**src/rtl/djb2_pkg.sv**
```systemverilog
// Package: shared types, constants and codes of the djb2 hash table engine.
package djb2_pkg;
    localparam int NUM_BUCKETS = 64;
    localparam int WAYS        = 8;
    localparam int SLOT_COUNT  = NUM_BUCKETS * WAYS;
    localparam int SLOT_W      = $clog2(SLOT_COUNT);
    localparam int WAY_W       = (WAYS > 1) ? $clog2(WAYS) : 1;
    localparam int BKT_W       = (NUM_BUCKETS > 1) ? $clog2(NUM_BUCKETS) : 1;
    localparam int HASH_W      = 64;
    localparam int REM_W       = 7;
    localparam int CNT_W       = 13;
    localparam logic [HASH_W-1:0] HASH_SEED = 64'd5381;
    localparam logic [6:0] BUCKETS_MAX = 7'(NUM_BUCKETS);

    localparam logic [1:0] ACT_INSERT = 2'd0;
    localparam logic [1:0] ACT_GET    = 2'd1;
    localparam logic [1:0] ACT_REMOVE = 2'd2;
    localparam logic [1:0] ACT_CLEAR  = 2'd3;

    localparam logic [1:0] ST_DONE    = 2'd0;
    localparam logic [1:0] ST_PRESENT = 2'd1;
    localparam logic [1:0] ST_ABSENT  = 2'd2;
    localparam logic [1:0] ST_FULL    = 2'd3;

    typedef struct packed {
        logic [1:0]  action;
        logic [7:0]  key_byte;
        logic        key_last;
        logic [31:0] value;
    } in_beat_t;

    typedef struct packed {
        logic [1:0]  status;
        logic [31:0] found_value;
        logic [12:0] stored_count;
    } out_beat_t;

    typedef struct packed {
        logic start;
        logic busy;
        logic done;
    } div_ctl_t;
endpackage

```
**src/rtl/djb2_mod_unit.sv**
```systemverilog
// Restoring bit-serial remainder of a 64-bit hash by the bucket count.
module djb2_mod_unit (
    input  logic                         aclk,
    input  logic                         aresetn,
    input  logic                         start,
    input  logic [djb2_pkg::HASH_W-1:0]  dividend,
    input  logic [6:0]                   divisor,
    output djb2_pkg::div_ctl_t           ctl,
    output logic [djb2_pkg::REM_W-1:0]   remainder
);
    import djb2_pkg::*;

    logic [HASH_W-1:0] shift_reg;
    logic [REM_W:0]    rem_reg;
    logic [6:0]        bit_cnt_reg;
    logic              busy_reg, done_reg;
    logic [REM_W:0]    trial;

    always_comb begin
        trial = {rem_reg[REM_W-1:0], shift_reg[HASH_W-1]};
    end

    always_ff @(posedge aclk) begin
        if (!aresetn) begin
            busy_reg    <= 1'b0;
            done_reg    <= 1'b0;
            bit_cnt_reg <= '0;
        end else begin
            done_reg <= 1'b0;
            if (start) begin
                busy_reg    <= 1'b1;
                bit_cnt_reg <= '0;
                shift_reg   <= dividend;
                rem_reg     <= '0;
            end else if (busy_reg) begin
                shift_reg <= {shift_reg[HASH_W-2:0], 1'b0};
                if (trial >= {1'b0, divisor}) rem_reg <= trial - {1'b0, divisor};
                else rem_reg <= trial;
                bit_cnt_reg <= bit_cnt_reg + 7'd1;
                if (bit_cnt_reg == 7'(HASH_W - 1)) begin
                    busy_reg <= 1'b0;
                    done_reg <= 1'b1;
                end
            end
        end
    end

    assign ctl       = '{start: start, busy: busy_reg, done: done_reg};
    assign remainder = rem_reg[REM_W-1:0];
endmodule

```
**config.mk**
```make
export PLATFORM = sky130hd
export DESIGN_NAME = djb2_mod_unit
export DESIGN_NICKNAME = d
export VERILOG_FILES = /design/src/rtl/djb2_pkg.sv /design/src/rtl/djb2_mod_unit.sv
export SDC_FILE = /design/constraint.sdc
export NUM_CORES = 1
export LEC_CHECK = 0
export BUFFER_PORTS_ARGS = -buffer_cell sky130_fd_sc_hd__clkbuf_2
export CELL_PAD_IN_SITES_DETAIL_PLACEMENT = 1
export CELL_PAD_IN_SITES_GLOBAL_PLACEMENT = 1
export CORE_AREA = 2 2 93 95
export DETAILED_ROUTE_END_ITERATION = 6
export DIE_AREA = 0 0 95 97
export HOLD_SLACK_MARGIN = 0.12
export PLACE_DENSITY = 0.88
export SLEW_MARGIN = 25
export SYNTH_ARGS = -nofsm -noshare
export SYNTH_HDL_FRONTEND = slang
export SYNTH_SLANG_ARGS = --single-unit
```
**constraint.sdc**
```tcl
create_clock -name aclk -period 5.55 [get_ports aclk]
set_input_delay 1.11 -clock aclk [delete_from_list [all_inputs] [get_ports aclk]]
set_output_delay 1.11 -clock aclk [all_outputs]
set_load 0.01 [all_outputs]
```
==> metrics <==
Post-synth EDFFs=71; kind of critical path=input pin to register; Die Height=97 um; routed via count=2263; # setup viols final=0; DR pass1 iterations=4; most frequent cell after synthesis=edfxtp_1; Max Slew Vio Count=0; Post-synth top cells=edfxtp_1 (71), mux2_2 (64), nor2_1 (14); Die W=95 um; Total Routing Usage GR=16.44%; Reg clk slew, reported paths=0.08 ns; peak supply drop=0.0001358 V; antenna viol nets, final=0; n_diodes=0; min Tclk post-route=3.070 ns; die area=0.009215 sq mm; Synth top area share=57.24%; Worst EP required=5.73 ns; crit-path max FO=11; ys flop type=edfxtp_1; largest net degree at the start of global routing=73; Cell Rows=33; Slew HR=49.41%; # DRC=0; Initial Util=45.79%; FMAX=325.7 MHz; Yosys top cell by area=edfxtp_1; CTS tree=built; DRT iter0 DRCs=76; Yosys reg bits=80; CP startpoint kind=input pin; Max stage delay on crit path=0.50 ns; Setup Slack @ Placement=2.121 ns; Syn-to-layout area delta=19.62%; period utilization=55.32%; mapped cell area=0.003725 sq mm; Longest Clk Path Bufs=2; power density over the cells=302.5 mW/mm^2; final worst setup slack=2.480 ns; placer congestion estimate=0.8415; global-route wire length before repair=11500 um; actual slew at the worst max-slew pin=0.7589 ns; post-CTS resize count=0; CP bufs+invs=2; clk_lat worst skew=0.34 ns; CP max-delay cell=a311o_1; post-synthesis sequential area ratio=62.08%; worst hold path type=register to register; Mapped Nets=333; # IOs=84; RSZ-0062 raised after global routing=no; Core ar.=0.008134 sq mm; layout cell share with drive strength beyond 1=49.26%; final hold slack=0.5245 ns; Leak=1.750 nW; CP top delay family=compound AO/OA/AOI/OAI gates; HPWL after DPL=5140 um; crit-path cells=clkbuf_2, ha_1, inv_1, fa_1, a211oi_2, o211ai_1, a311o_1, or2_2, a21oi_1; grt ovf=0; top cells by area, synth=edfxtp_1 (57%), mux2_2 (19%), dfxtp_1 (4.8%), ha_1 (2.7%), nor2_1 (1.4%); Synth cell types=37; total length of routed wires=7312 um; arrival time worst endpoint=3.25 ns; Max Cap Violations=0; TritonCTS buffer count=9; CTS Sinks=80; setup TNS=0 ns; Hold Fails Final Rpt=0; cts hold-fix bufs=0; vias in the first global route=2410; finished layout cell area=0.004456 sq mm; Worst setup EP type=register; Area after DPL=0.004219 sq mm; Fin Clk Skew=0.009074 ns; Syn Inst Count=250; status=finished clean; net count reported at finish=416; root buf cell=clkbuf_8; ys async rst share=0%; Routed WL per cell=16.54 um; Via density=5.120; initial antenna violation count=0; Yosys Warn Count=0; Setup Buffers After CTS=0; Avg Cell Area, Syn=14.90 sq um; H-tree depth=3; quantity of I/O buffers inserted on ports=83; max reg flops=64
## worst min-delay path: cells and delay by family (launching register included)
kind,cells,cell delay (ns)
flops,1,0.33
compound gates,2,0.15
## per-stage QoR
stage	total power, mW	instances	utilization, %
detailed placement	0.9075	426	51.87
CTS	1.361	441	54.44
finish	1.348	442	54.78
global placement	0.8964	426	51.87
global route	1.405	442	54.78
floorplan	0.8483	250	-
## logic make-up (layout without fill, tap and decap cells)
logic type               after synthesis  count (layout)  synth area share [%]
AO/OA/AOI/OAI                         22              22                 3.897
multiplexers                          68              68                 20.42
flip-flops                            80              80                 62.08
adder cells (fa/ha/maj)                9               9                 3.225
AND/OR/NAND/NOR                       39              39                 5.711
buffers and inverters                 25             112                 3.023
XOR/XNOR                               7               7                 1.646
## area by class of cell
cell class | instances | area, sq um
Multi-Input combinational cell | 145 | 1308
Sequential cell | 80 | 2312
Fill cell | 820 | 3679
Clock buffer | 9 | 123.9
Inverter | 12 | 45.04
Clock inverter | 6 | 85.08
Timing Repair Buffer | 85 | 450.4
Tap cell | 105 | 131.4
## cells in the final DEF (no fill, tap or decap), drive strengths merged, types with 2 or more instances in the layout
master / n
inv: 12
ha: 8
xnor2: 2
or2: 2
mux2: 64
bufinv: 2
a211oi: 3
o21ai: 6
a21oi: 6
nor2: 14
buf: 3
xor2: 5
nand4: 4
clkbuf: 91
clkinv: 3
mux2i: 4
o21a: 2
edfxtp: 71
nand2: 4
nor3b: 4
dfxtp: 9
nor2b: 3
## final timing paths
| check | to | slack, ns | startpoint | cells past startpoint |
|---|---|---|---|---|
| max | rem_reg[5] | 2.48 | divisor[0] | 9 |
| min | bit_cnt_reg[6] | 0.52 | bit_cnt_reg[6] | 2 |
| max reg2reg | rem_reg[5] | 2.82 | shift_reg[63] | 9 |
| min reg2reg | bit_cnt_reg[6] | 0.52 | bit_cnt_reg[6] | 2 |
## report_power, final
part / internal (mW) / total [mW] / switching, mW
clock network: 0.249 / 0.454 / 0.204
registers: 0.704 / 0.719 / 0.0154
logic: 0.0913 / 0.175 / 0.0839
total: 1.04 / 1.35 / 0.303
## per-layer routing
| metal | track usage [%] | routed length [um] | vias to the layer above |
|---|---|---|---|
| li1 | - | - | 1100 |
| met1 | 19.85 | 3150 | 1090 |
| met2 | 27.71 | 3635 | 64 |
| met3 | 4.361 | 431 | 9 |
| met4 | 6.355 | 93 | 0 |
| met5 | 0 | 0 | - |
No activity file was read; power rests on OpenSTA's default activity.
